## src/rtl/core/smmtc_pkg.sv

```systemverilog
// ----------------------------------------------------------------------------
// smmtc_pkg: shared types and constants of the min/max threshold calibrator
// Holds store geometry, beat layouts, sequencer states and unit selects.
// ----------------------------------------------------------------------------
`default_nettype none

package smmtc_pkg;

  // Store geometry
  localparam int unsigned Channels = 8;
  localparam int unsigned SampleW  = 10;
  localparam int unsigned IdxW     = (Channels > 1) ? $clog2(Channels) : 1;

  // Fixed field widths of the beats
  localparam int unsigned ChanW    = 3;
  localparam int unsigned SmpFldW  = 10;
  localparam int unsigned SpreadW  = 10;
  localparam int unsigned ThrW     = 10;
  localparam int unsigned DacW     = 15;

  // Shared unit width: widest operand plus a carry/borrow bit
  localparam int unsigned OperW    = (SampleW > SpreadW) ? SampleW : SpreadW;
  localparam int unsigned AluW     = OperW + 1;

  localparam logic [SpreadW-1:0] SpreadReset = SpreadW'(200);
  localparam logic [IdxW-1:0]    LastIdx     = IdxW'(Channels - 1);

  // Input beat
  typedef struct packed {
    logic               mode;
    logic [ChanW-1:0]   channel;
    logic [SmpFldW-1:0] sample;
  } in_item_t;

  // Result beat
  typedef struct packed {
    logic             passed;
    logic [ChanW-1:0] out_channel;
    logic [ThrW-1:0]  threshold;
    logic [DacW-1:0]  dac_word;
    logic             last;
  } result_t;

  // Input modes
  typedef enum logic {
    MODE_SAMPLE   = 1'b0,
    MODE_EVALUATE = 1'b1
  } mode_e;

  // Operand selection of the shared add/subtract unit
  typedef enum logic [2:0] {
    OPS_MAX_SMP,      // max - sample, borrow: sample is a new maximum
    OPS_SMP_MIN,      // sample - min, borrow: sample is a new minimum
    OPS_MAX_MIN,      // max - min, borrow: channel never sampled
    OPS_DIFF_SPREAD,  // spread - min_spread, borrow: spread too small
    OPS_MAX_PLUS_MIN  // max + min for the midpoint
  } opsel_e;

  // Sequencer states
  typedef enum logic [2:0] {
    ST_IDLE,
    ST_SMP_MAX,
    ST_SMP_MIN,
    ST_CHK_DIFF,
    ST_CHK_CMP,
    ST_EMIT,
    ST_FAIL
  } state_e;

  // Control group from the sequencer to the datapath
  typedef struct packed {
    opsel_e opsel;
    logic   diff_en;
    logic   wr_max;
    logic   wr_min;
    logic   clear;
    logic   emit_pass;
    logic   emit_fail;
    logic   is_last;
  } ctrl_t;

endpackage

`default_nettype wire

```

## src/rtl/core/smmtc_alu.sv

```systemverilog
// ----------------------------------------------------------------------------
// smmtc_alu: shared add/subtract unit
// Selects operands for the current step, adds or subtracts, and keeps the
// spread of the channel under check for the following compare step.
// ----------------------------------------------------------------------------
`default_nettype none

module smmtc_alu (
  input  wire                            clk_i,
  input  smmtc_pkg::opsel_e              opsel_i,
  input  wire                            diff_en_i,
  input  wire  [smmtc_pkg::SampleW-1:0]  rd_max_i,
  input  wire  [smmtc_pkg::SampleW-1:0]  rd_min_i,
  input  wire  [smmtc_pkg::SampleW-1:0]  smp_i,
  input  wire  [smmtc_pkg::SpreadW-1:0]  spread_i,
  output logic [smmtc_pkg::AluW-1:0]     res_o,
  output logic                           borrow_o
);
  import smmtc_pkg::*;

  logic [OperW-1:0] opa;
  logic [OperW-1:0] opb;
  logic             is_add;
  logic [AluW-1:0]  ext_a;
  logic [AluW-1:0]  ext_b;
  logic [OperW-1:0] diff_q;

  // Route operands for the current step
  always_comb begin
    opa    = '0;
    opb    = '0;
    is_add = 1'b0;
    case (opsel_i)
      OPS_MAX_SMP: begin
        opa = OperW'(rd_max_i);
        opb = OperW'(smp_i);
      end
      OPS_SMP_MIN: begin
        opa = OperW'(smp_i);
        opb = OperW'(rd_min_i);
      end
      OPS_MAX_MIN: begin
        opa = OperW'(rd_max_i);
        opb = OperW'(rd_min_i);
      end
      OPS_DIFF_SPREAD: begin
        opa = diff_q;
        opb = OperW'(spread_i);
      end
      OPS_MAX_PLUS_MIN: begin
        opa    = OperW'(rd_max_i);
        opb    = OperW'(rd_min_i);
        is_add = 1'b1;
      end
      default: begin
        opa = '0;
        opb = '0;
      end
    endcase
  end

  // Add or subtract; the top bit is carry or borrow
  assign ext_a    = {1'b0, opa};
  assign ext_b    = {1'b0, opb};
  assign res_o    = is_add ? (ext_a + ext_b) : (ext_a - ext_b);
  assign borrow_o = res_o[AluW-1];

  // Hold the spread for the compare step
  always_ff @(posedge clk_i) begin
    if (diff_en_i) begin
      diff_q <= res_o[OperW-1:0];
    end
  end

endmodule

`default_nettype wire

```

## src/rtl/core/smmtc_store.sv

```systemverilog
// ----------------------------------------------------------------------------
// smmtc_store: per-channel maximum and minimum registers
// One read index, per-store write strobes, and a clear that sets every
// channel to max 0, min full scale.
// ----------------------------------------------------------------------------
`default_nettype none

module smmtc_store (
  input  wire                            clk_i,
  input  wire                            rst_ni,
  input  wire  [smmtc_pkg::IdxW-1:0]     idx_i,
  input  wire  [smmtc_pkg::SampleW-1:0]  wr_data_i,
  input  wire                            wr_max_i,
  input  wire                            wr_min_i,
  input  wire                            clear_i,
  output logic [smmtc_pkg::SampleW-1:0]  rd_max_o,
  output logic [smmtc_pkg::SampleW-1:0]  rd_min_o
);
  import smmtc_pkg::*;

  logic [SampleW-1:0] max_q [Channels];
  logic [SampleW-1:0] min_q [Channels];

  // Update, clear on a failed evaluate
  always_ff @(posedge clk_i or negedge rst_ni) begin
    if (!rst_ni) begin
      for (int k = 0; k < Channels; k++) begin
        max_q[k] <= '0;
        min_q[k] <= '1;
      end
    end else if (clear_i) begin
      for (int k = 0; k < Channels; k++) begin
        max_q[k] <= '0;
        min_q[k] <= '1;
      end
    end else begin
      if (wr_max_i) begin
        max_q[idx_i] <= wr_data_i;
      end
      if (wr_min_i) begin
        min_q[idx_i] <= wr_data_i;
      end
    end
  end

  assign rd_max_o = max_q[idx_i];
  assign rd_min_o = min_q[idx_i];

  // A clear leaves every channel at its restart values
  a_clear_restarts: assert property (@(posedge clk_i) disable iff (!rst_ni)
    clear_i |=> (max_q[0] == '0 && min_q[0] == '1 &&
                 max_q[LastIdx] == '0 && min_q[LastIdx] == '1))
    else $error("store not restarted after clear");

endmodule

`default_nettype wire

```

## src/rtl/core/smmtc_ctrl.sv

```systemverilog
// ----------------------------------------------------------------------------
// smmtc_ctrl: sequencer of the calibrator
// Steps a sample through max and min update, and an evaluate through a check
// pass, then an all-channel emit pass or a fail step, driving the shared unit.
// ----------------------------------------------------------------------------
`default_nettype none

module smmtc_ctrl (
  input  wire                         clk_i,
  input  wire                         rst_ni,
  input  wire                         start_i,
  input  smmtc_pkg::in_item_t         item_i,
  input  wire                         borrow_i,
  output logic                        busy_o,
  output logic [smmtc_pkg::IdxW-1:0]  idx_o,
  output smmtc_pkg::ctrl_t            ctrl_o
);
  import smmtc_pkg::*;

  state_e          state_q, state_d;
  logic [IdxW-1:0] idx_q, idx_d;
  logic            accept;
  logic            chan_ok;
  logic            at_last;

  assign busy_o  = (state_q != ST_IDLE);
  assign accept  = start_i && !busy_o;
  assign chan_ok = (32'(item_i.channel) < Channels);
  assign at_last = (idx_q == LastIdx);
  assign idx_o   = idx_q;

  // Next state and channel index
  always_comb begin
    state_d = state_q;
    idx_d   = idx_q;
    case (state_q)
      ST_IDLE: begin
        if (accept) begin
          if (item_i.mode == MODE_EVALUATE) begin
            state_d = ST_CHK_DIFF;
            idx_d   = '0;
          end else if (chan_ok) begin
            state_d = ST_SMP_MAX;
            idx_d   = IdxW'(item_i.channel);
          end
        end
      end
      ST_SMP_MAX: begin
        state_d = ST_SMP_MIN;
      end
      ST_SMP_MIN: begin
        state_d = ST_IDLE;
      end
      ST_CHK_DIFF: begin
        state_d = borrow_i ? ST_FAIL : ST_CHK_CMP;
      end
      ST_CHK_CMP: begin
        if (borrow_i) begin
          state_d = ST_FAIL;
        end else if (at_last) begin
          state_d = ST_EMIT;
          idx_d   = '0;
        end else begin
          state_d = ST_CHK_DIFF;
          idx_d   = idx_q + 1'b1;
        end
      end
      ST_EMIT: begin
        if (at_last) begin
          state_d = ST_IDLE;
        end else begin
          idx_d = idx_q + 1'b1;
        end
      end
      ST_FAIL: begin
        state_d = ST_IDLE;
      end
      default: begin
        state_d = ST_IDLE;
      end
    endcase
  end

  // Control outputs per state
  always_comb begin
    ctrl_o         = '0;
    ctrl_o.opsel   = OPS_MAX_SMP;
    ctrl_o.is_last = at_last;
    case (state_q)
      ST_SMP_MAX: begin
        ctrl_o.opsel  = OPS_MAX_SMP;
        ctrl_o.wr_max = borrow_i;
      end
      ST_SMP_MIN: begin
        ctrl_o.opsel  = OPS_SMP_MIN;
        ctrl_o.wr_min = borrow_i;
      end
      ST_CHK_DIFF: begin
        ctrl_o.opsel   = OPS_MAX_MIN;
        ctrl_o.diff_en = 1'b1;
      end
      ST_CHK_CMP: begin
        ctrl_o.opsel = OPS_DIFF_SPREAD;
      end
      ST_EMIT: begin
        ctrl_o.opsel     = OPS_MAX_PLUS_MIN;
        ctrl_o.emit_pass = 1'b1;
      end
      ST_FAIL: begin
        ctrl_o.clear     = 1'b1;
        ctrl_o.emit_fail = 1'b1;
      end
      default: begin
        ctrl_o.opsel = OPS_MAX_SMP;
      end
    endcase
  end

  // State registers
  always_ff @(posedge clk_i or negedge rst_ni) begin
    if (!rst_ni) begin
      state_q <= ST_IDLE;
      idx_q   <= '0;
    end else begin
      state_q <= state_d;
      idx_q   <= idx_d;
    end
  end

  // Emit pass starts only after every channel passed its compare
  a_emit_after_check: assert property (@(posedge clk_i) disable iff (!rst_ni)
    (state_q == ST_EMIT) |->
      ($past(state_q) == ST_CHK_CMP || $past(state_q) == ST_EMIT))
    else $error("emit entered without a full check pass");

  // Index stays inside the store while working
  a_idx_in_range: assert property (@(posedge clk_i) disable iff (!rst_ni)
    busy_o |-> (32'(idx_q) < Channels))
    else $error("channel index out of range");

  // No store writes while idle
  a_idle_quiet: assert property (@(posedge clk_i) disable iff (!rst_ni)
    !busy_o |-> !(ctrl_o.wr_max || ctrl_o.wr_min || ctrl_o.clear ||
                  ctrl_o.emit_pass || ctrl_o.emit_fail))
    else $error("store or result activity while idle");

endmodule

`default_nettype wire

```

## src/rtl/core/sensor_min_max_threshold_calibrator.sv

```systemverilog
// ----------------------------------------------------------------------------
// sensor_min_max_threshold_calibrator: min/max calibration of sensor channels
// Keeps running max and min per channel; an evaluate beat checks each
// channel's spread and gives either one fail beat or one threshold beat per
// channel.
// ----------------------------------------------------------------------------
// Usage: a beat is taken when start is high and busy is low. A sample beat
// keeps busy high through a max update, then a min update through the one
// shared add/subtract unit, so the next sample is taken only after both. An
// evaluate beat runs a check pass (spread, then compare with min_spread, per
// channel) and, if all pass, an emit pass over all channels, with the 8 result
// beats on done_o in the cycles after each emit step. A failing channel ends
// the check pass at once; a fail step follows, which restarts the stores, and
// the single fail beat is on done_o in the cycle after that step. Results are
// strobed for one cycle each and cannot be held off. The user must see that
// min_spread is written only while busy is low; the block does not enforce
// it.
`default_nettype none

module sensor_min_max_threshold_calibrator (
  input  wire                            clk_i,
  input  wire                            rst_ni,
  input  wire                            start,
  output logic                           busy,
  input  smmtc_pkg::in_item_t            item_i,
  input  wire                            cfg_we_i,
  input  wire  [smmtc_pkg::SpreadW-1:0]  cfg_wdata_i,
  output logic                           done_o,
  output smmtc_pkg::result_t             result_o
);
  import smmtc_pkg::*;

  ctrl_t              ctrl;
  logic [IdxW-1:0]    idx;
  logic [SampleW-1:0] rd_max;
  logic [SampleW-1:0] rd_min;
  logic [AluW-1:0]    alu_res;
  logic               borrow;
  logic [SpreadW-1:0] spread_q;
  logic [SampleW-1:0] smp_q;
  logic               accept;
  logic [ThrW-1:0]    thr;
  result_t            res_q, res_d;
  logic               done_q, done_d;

  assign accept = start && !busy;

  // Configuration register
  always_ff @(posedge clk_i or negedge rst_ni) begin
    if (!rst_ni) begin
      spread_q <= SpreadReset;
    end else if (cfg_we_i) begin
      spread_q <= cfg_wdata_i;
    end
  end

  // Hold the sample of the accepted beat
  always_ff @(posedge clk_i) begin
    if (accept) begin
      smp_q <= SampleW'(item_i.sample);
    end
  end

  smmtc_ctrl u_ctrl (
    .clk_i    (clk_i),
    .rst_ni   (rst_ni),
    .start_i  (start),
    .item_i   (item_i),
    .borrow_i (borrow),
    .busy_o   (busy),
    .idx_o    (idx),
    .ctrl_o   (ctrl)
  );

  smmtc_store u_store (
    .clk_i     (clk_i),
    .rst_ni    (rst_ni),
    .idx_i     (idx),
    .wr_data_i (smp_q),
    .wr_max_i  (ctrl.wr_max),
    .wr_min_i  (ctrl.wr_min),
    .clear_i   (ctrl.clear),
    .rd_max_o  (rd_max),
    .rd_min_o  (rd_min)
  );

  smmtc_alu u_alu (
    .clk_i     (clk_i),
    .opsel_i   (ctrl.opsel),
    .diff_en_i (ctrl.diff_en),
    .rd_max_i  (rd_max),
    .rd_min_i  (rd_min),
    .smp_i     (smp_q),
    .spread_i  (spread_q),
    .res_o     (alu_res),
    .borrow_o  (borrow)
  );

  // Midpoint is the sum without its low bit
  assign thr = ThrW'(alu_res[AluW-1:1]);

  // Build the result beat
  always_comb begin
    res_d  = res_q;
    done_d = ctrl.emit_pass || ctrl.emit_fail;
    if (ctrl.emit_pass) begin
      res_d.passed      = 1'b1;
      res_d.out_channel = ChanW'(idx);
      res_d.threshold   = thr;
      res_d.dac_word    = {ChanW'(idx), thr[ThrW-1:2], 4'b0000};
      res_d.last        = ctrl.is_last;
    end else if (ctrl.emit_fail) begin
      res_d      = '0;
      res_d.last = 1'b1;
    end
  end

  always_ff @(posedge clk_i or negedge rst_ni) begin
    if (!rst_ni) begin
      done_q <= 1'b0;
    end else begin
      done_q <= done_d;
    end
  end

  always_ff @(posedge clk_i) begin
    res_q <= res_d;
  end

  assign done_o   = done_q;
  assign result_o = res_q;

  // A fail beat is alone and carries no threshold
  a_fail_beat: assert property (@(posedge clk_i) disable iff (!rst_ni)
    (done_o && !result_o.passed) |->
      (result_o.last && result_o.threshold == '0 && result_o.dac_word == '0))
    else $error("malformed fail beat");

endmodule

`default_nettype wire

```

## config.mk

```make
export PLATFORM = sky130hd
export DESIGN_NAME = sensor_min_max_threshold_calibrator
export DESIGN_NICKNAME = d
export VERILOG_FILES = /design/src/rtl/core/smmtc_pkg.sv /design/src/rtl/core/smmtc_alu.sv /design/src/rtl/core/smmtc_store.sv /design/src/rtl/core/smmtc_ctrl.sv /design/src/rtl/core/sensor_min_max_threshold_calibrator.sv
export SDC_FILE = /design/constraint.sdc
export NUM_CORES = 1
export LEC_CHECK = 0
export ABC_AREA = 1
export BUFFER_PORTS_ARGS = -buffer_cell sky130_fd_sc_hd__buf_4
export CAP_MARGIN = 20
export CORE_ASPECT_RATIO = 1.4
export CORE_MARGIN = 1.5
export CORE_UTILIZATION = 40
export DETAILED_ROUTE_END_ITERATION = 6
export HOLD_SLACK_MARGIN = 0.12
export PLACE_DENSITY = 0.66
export SYNTH_ARGS = -nofsm -noshare
export SYNTH_HDL_FRONTEND = slang
export SYNTH_HIERARCHICAL = 1
export SYNTH_SLANG_ARGS = --single-unit
```

## constraint.sdc

```tcl
create_clock -name clk_i -period 5.6 [get_ports clk_i]
set_clock_uncertainty 0.2 [all_clocks]
set_input_delay 1.12 -clock clk_i [delete_from_list [all_inputs] [get_ports clk_i]]
set_output_delay 1.12 -clock clk_i [all_outputs]
set_load 0.1 [all_outputs]
```

# == Word-level counts from Yosys, hierarchy flattened ==
# Cells that the tools add are included.
# totals
in_bits,28
ff_bits,223
out_inout_bits,32
# op_classes
n_reduce_logical,15
muxes,39
magnitude_cmp,2
n_eq_ne,15
addsub,3
n_bitwise,1
# op_table
op,count
two-way mux 80 bit,4
bitwise mux 80 bit,2
binary-select mux 10 bit (select 3 bit),2
case mux 10 bit (3 select lines),2
two-way mux 29 bit,2
two-way mux 10 bit,5
demux 10 bit (select 3 bit),1
two-way mux 3 bit,9
"== test 3 bit, second input constant",5
case mux 3 bit (5 select lines),1
"== test 3 x 2 -> 1 bit, second input constant",4
case mux 3 bit (4 select lines),1
adder 10 x 10 -> 11 bit,1
two-way mux 11 bit,1
subtractor 10 x 10 -> 11 bit,1
case mux 3 bit (3 select lines),1
"== test 3 x 1 -> 1 bit, second input constant",2
logical NOT 3 bit,2
two-way mux 1 bit,6
"inequality test 2 bit, second input constant",3
nonzero test 2 bit,3
nonzero test 3 bit,2
OR reduction 3 bit,2
">= comparator 4 bit, second input constant",1
other kinds (10),12

# == Logic depth before layout (Yosys ltp) ==
# depth
word_depth,10
mapped_depth,36
mapped_depth_nobuf,33

# == Modules after synthesis ==
# The synthesis kept the hierarchy.
# by_module_without_submodules
module,instances,area_each_um2,cells_each
smmtc_store,1,9039.9,1326
smmtc_alu,1,1481.4,238
sensor_min_max_threshold_calibrator,1,1402.6,120
smmtc_ctrl,1,571.8,83

# == Worst setup path after synthesis ==
# No wires, ideal clock.
# synth_timing
path_kind,reg-to-reg
startpoint,register u_ctrl.state_q[1]
endpoint,register u_store/min_q[10] in the netlist's numbering
n_path_buf,2
required_time_ps,5339
path_stages_with_launch,34
t_arrival_ps,4044
path_slack_ps,1296
cell_sequence,dfrtp_1 -> inv_2 -> nand2_1 -> nor2_4 -> buf_4 -> inv_2 -> nand2_1 -> nand2_1 -> nand2_2 -> nand2_1 -> nand2_1 -> inv_1 -> ha_1 -> nand3_1 -> nor2_2 -> nand3_1 -> nand2_1 -> nand2_1 -> nand2_1 -> ha_1 -> nand2_1 -> inv_1 -> a221oi_1 -> nand3_1 -> inv_1 -> nand3_1 -> nand2_1 -> inv_1 -> nor2_1 -> inv_2 -> nand2_2 -> clkbuf_1 -> nand2_1 -> nand2_1
# synth_lines
item,line,rtl
"start, declared",smmtc_ctrl.sv:20,"state_e state_q, state_d;"
"start signal, assigned",smmtc_ctrl.sv:125,state_q <= state_d;
"end signal, assigned by index",smmtc_store.sv:41,min_q[idx_i] <= wr_data_i;
"end, declared",smmtc_store.sv:22,logic [SampleW-1:0] min_q [Channels];

==> impl_metrics.toml <==
[worst_setup_path]
cp.required_ns = 5.80
startpoint = "u_ctrl/state_q[1]$_DFFE_PN0P_"
endpoint = "u_store/max_q[27]$_DFFE_PN0P_"
startpoint_type = "flop"
criticalPathCategory = "reg -> reg"
r2r_slack_ns = 0.43
slowest_delay_ns = 0.47
worstReg2RegEnd = "u_store/max_q[27]$_DFFE_PN0P_"
cpMostUsedCell = "nand2_1"
rr_worst_depth = 30
r2r_start = "u_ctrl/state_q[1]$_DFFE_PN0P_"
cp-end-kind = "flop"
cpMaxStageDelayCell = "dfrtp_1"
path_max_fanout = 14
worstPathArrival_ns = 5.37

[min_path]
worstHoldPathCells = 2
min-delay-path-class = "reg -> reg"

[synthesis]
post-synth-top-count-cell = "nand2_1"
synth_warnings = 6
synth_ff_type = "dfrtp_1"
yosysTopAreaCell = "nand2_1"
synth_edf_count = 34
async_flop_share_pct = 83.49
yosys_register_bits = 212
syn_inst = 1767
synthTopCellsByArea = "nand2_1 (30%), dfrtp_1 (19%), dfstp_2 (17%)"
avgSynthCellArea_sq_um = 7.072
ys_seq_area_share_pct = 44.61
synthTopCellsByCount = "nand2_1 (985), dfrtp_1 (94), inv_1 (86)"
synthDistinctLibCells = 44
synth_area_sq_um = 12500
synth_top_area_share_pct = 29.59

[clocking]
cts_tree = "done"
htreeDepth = 1
clock_sinks = 212
clkSlewWorstSetupHoldPaths_ns = 0.07
clk_path_buf_depth = 3
ctsHoldBuffers = 0
cts_setup_buffers = 0
cts.repair.resized = 0
cts_root_buffer = "clkbuf_16"
cts_buffers = 22
clk_latency_ns = 0.53

[route]
post_drt_wl_per_cell_um = 17.80
drc = 0
wl_mm = 38.65
first_iter_violations = 1072
vias_per_cell = 5.280
drt_pre_antenna_iters = 5
vias = 11460
antenna_left = 0

[finish]
area_growth_pct = 10.00
antenna_cells = 0
final_util_pct = 44.62
finalNetCount = 1808
fin_cells = 2171
drive_above_1_share_pct = 14.65

[sta]
finalSetupViolCount = 0
timing_hold_violations_final = 0
max_slew_margin_pct = 31.85
worst-slew-pin-transition_ns = 1.018
final.period_utilization_pct = 92.25
min_period_ns = 5.166
final_max_slew_viol_count = 0
fin_ws_ns = 0.4340
timing.fmax_ghz = 0.1936

[grt]
grt.total_usage_pct = 23.92
grt-ovfl-total = 0
grt_pass1_wl_mm = 61.27
antenna_found_initial = 0
grt_max_degree = 93
grt_pass1_vias = 11210

[pwr]
p_leak_nw = 7.370
p_comb_share_pct = 56.2
intPower_w = 0.004828
clkPwrFrac_pct = 15.1
power_density_nw_per_um2 = 706.1
peakVddDrop_mv = 0.3152
switching_share_pct = 50.25
switching_power_w = 0.004877
p_seq_share_pct = 28.7

[placed_design]
routabilityCongestion = 0.9366
hpwl_mm = 26.66
pre_cts_slack_ns = 0.2621
place_inst = 2131
io_buffers = 55

[job]
max_cap_violations = 0

[floorplanning]
core_sq_um = 30810
fp.dieW_um = 152.4
rows = 76
io-pin-count = 60
dieHeight_um = 212.1
dieArea_sq_um = 32320
initial_core_util_pct = 40.56

[status]
status = "finished clean"
-- area by class of cell --
class | count | area [sq um]
Fill cell | 3124 | 17060
Multi-Input combinational cell | 1340 | 5861
Sequential cell | 212 | 5580
Timing Repair Buffer | 91 | 735.7
Clock buffer | 24 | 558.0
Tap cell | 390 | 488.0
Inverter | 98 | 375.4
Clock inverter | 16 | 147.6
-- worst max-delay path, delay by kind of cell, from the launching register on --
kind / cells / cell delay [ns]
AOI/OAI and AO/OA: 2 / 0.34
adders and majority gates: 2 / 0.55
buffers and inverters: 5 / 0.40
DFF: 1 / 0.47
and+or+nand+nor: 21 / 3.04
-- placed cells by master (no fill, tap or decap), types with 3 or more instances in the layout --
master      synthesis  final
buf_12              0      3
inv_4               2      3
edfxtp_1           34     34
clkinvlp_4          0      4
dfstp_2            83     83
clkinv_1            0      3
nand2_2            17     17
or2_0              10     10
a21oi_1            11     10
ha_1               14     14
buf_4              44     85
nand3_1            65     65
inv_1              86     86
inv_2              10      9
nor2_1             46     44
nand4_1            81     81
xnor2_1             5      5
dfrtp_1            94     91
o211ai_1            4      4
conb_1              1      4
o21ai_1            18     18
xor2_1              8      8
clkbuf_16           0     22
nand2_1           985    984
o21bai_1            6      6
nor2_2              4      6
clkinv_2            0      6
a21oi_2             2      3
nor2_4              3      3
o21ai_0            41     41
-- metrics by stage --
| step | hold WS [ns] | total power [W] | instance area, sq um | TNS (ns) |
|---|---|---|---|---|
| final | 0.2610 | 0.009705 | 13750 | 0 |
| after global routing | 0.2705 | 0.01040 | 13750 | -0.1282 |
| after CTS | 0.2621 | 0.009625 | 13710 | 0 |
| after detailed placement | 0.2530 | 0.008147 | 13010 | 0 |
| after global placement | 0.2367 | 0.008073 | 13010 | 0 |
| after floorplan | 0.2417 | 0.006727 | 12510 | 0 |
-- power by group through the flow --
stage | registers [W] | logic [W] | clock network (W)
floorplan | 0.00285 | 0.00388 | 0
global placement | 0.00278 | 0.00529 | 0
detailed placement | 0.00280 | 0.00535 | 0
CTS | 0.00278 | 0.00536 | 0.00149
global route | 0.00285 | 0.00600 | 0.00155
finish | 0.00279 | 0.00546 | 0.00146
-- cell families (layout without fill, tap and decap cells) --
logic type | after synthesis | in the layout | share of synthesized area, %
buffers and inverters | 218 | 229 | 8.751
AOI/OAI and AO/OA | 90 | 90 | 4.065
other | 1 | 4 | 0.03001
adders and majority gates | 15 | 15 | 1.562
DFF | 212 | 212 | 44.61
xor gates and xnor gates | 13 | 13 | 0.9112
and+or+nand+nor | 1218 | 1218 | 40.07
-- metal layers --
metal / part of all wire [%] / up-vias / global-route usage, %
li1: - / 5509 / -
met1: 40 / 5375 / 29.00
met2: 48 / 450 / 40.77
met3: 6.2 / 129 / 3.037
met4: 6.3 / 0 / 14.30
met5: 0 / - / 0
-- sequential cells by signal, summed over array words and instances, names as in the netlist --
name,flops
u_store/max_q,80
u_store/min_q,80
result_o,15
smp_q,10
spread_q,10
u_alu/diff_q,10
u_ctrl/idx_o,3
u_ctrl/state_q,3
done_o,1
-- how the worst min path moves through the flow --
stage / slack, ns / start / end
2_1_floorplan: 0.24 / u_store/max_q[67]$_DFFE_PN0P_ / u_store/max_q[67]$_DFFE_PN0P_
3_3_place_gp: 0.24 / result_o[29]$_SDFFE_PP1P_ / result_o[29]$_SDFFE_PP1P_
3_5_place_dp: 0.25 / u_store/min_q[57]$_DFFE_PN1P_ / u_store/min_q[57]$_DFFE_PN1P_
4_1_cts: 0.26 / u_store/min_q[57]$_DFFE_PN1P_ / u_store/min_q[57]$_DFFE_PN1P_
5_1_grt: 0.27 / u_store/min_q[46]$_DFFE_PN1P_ / u_store/min_q[46]$_DFFE_PN1P_
6_report: 0.26 / u_store/min_q[53]$_DFFE_PN1P_ / u_store/min_q[53]$_DFFE_PN1P_
Power figures use the tool's default switching activity.
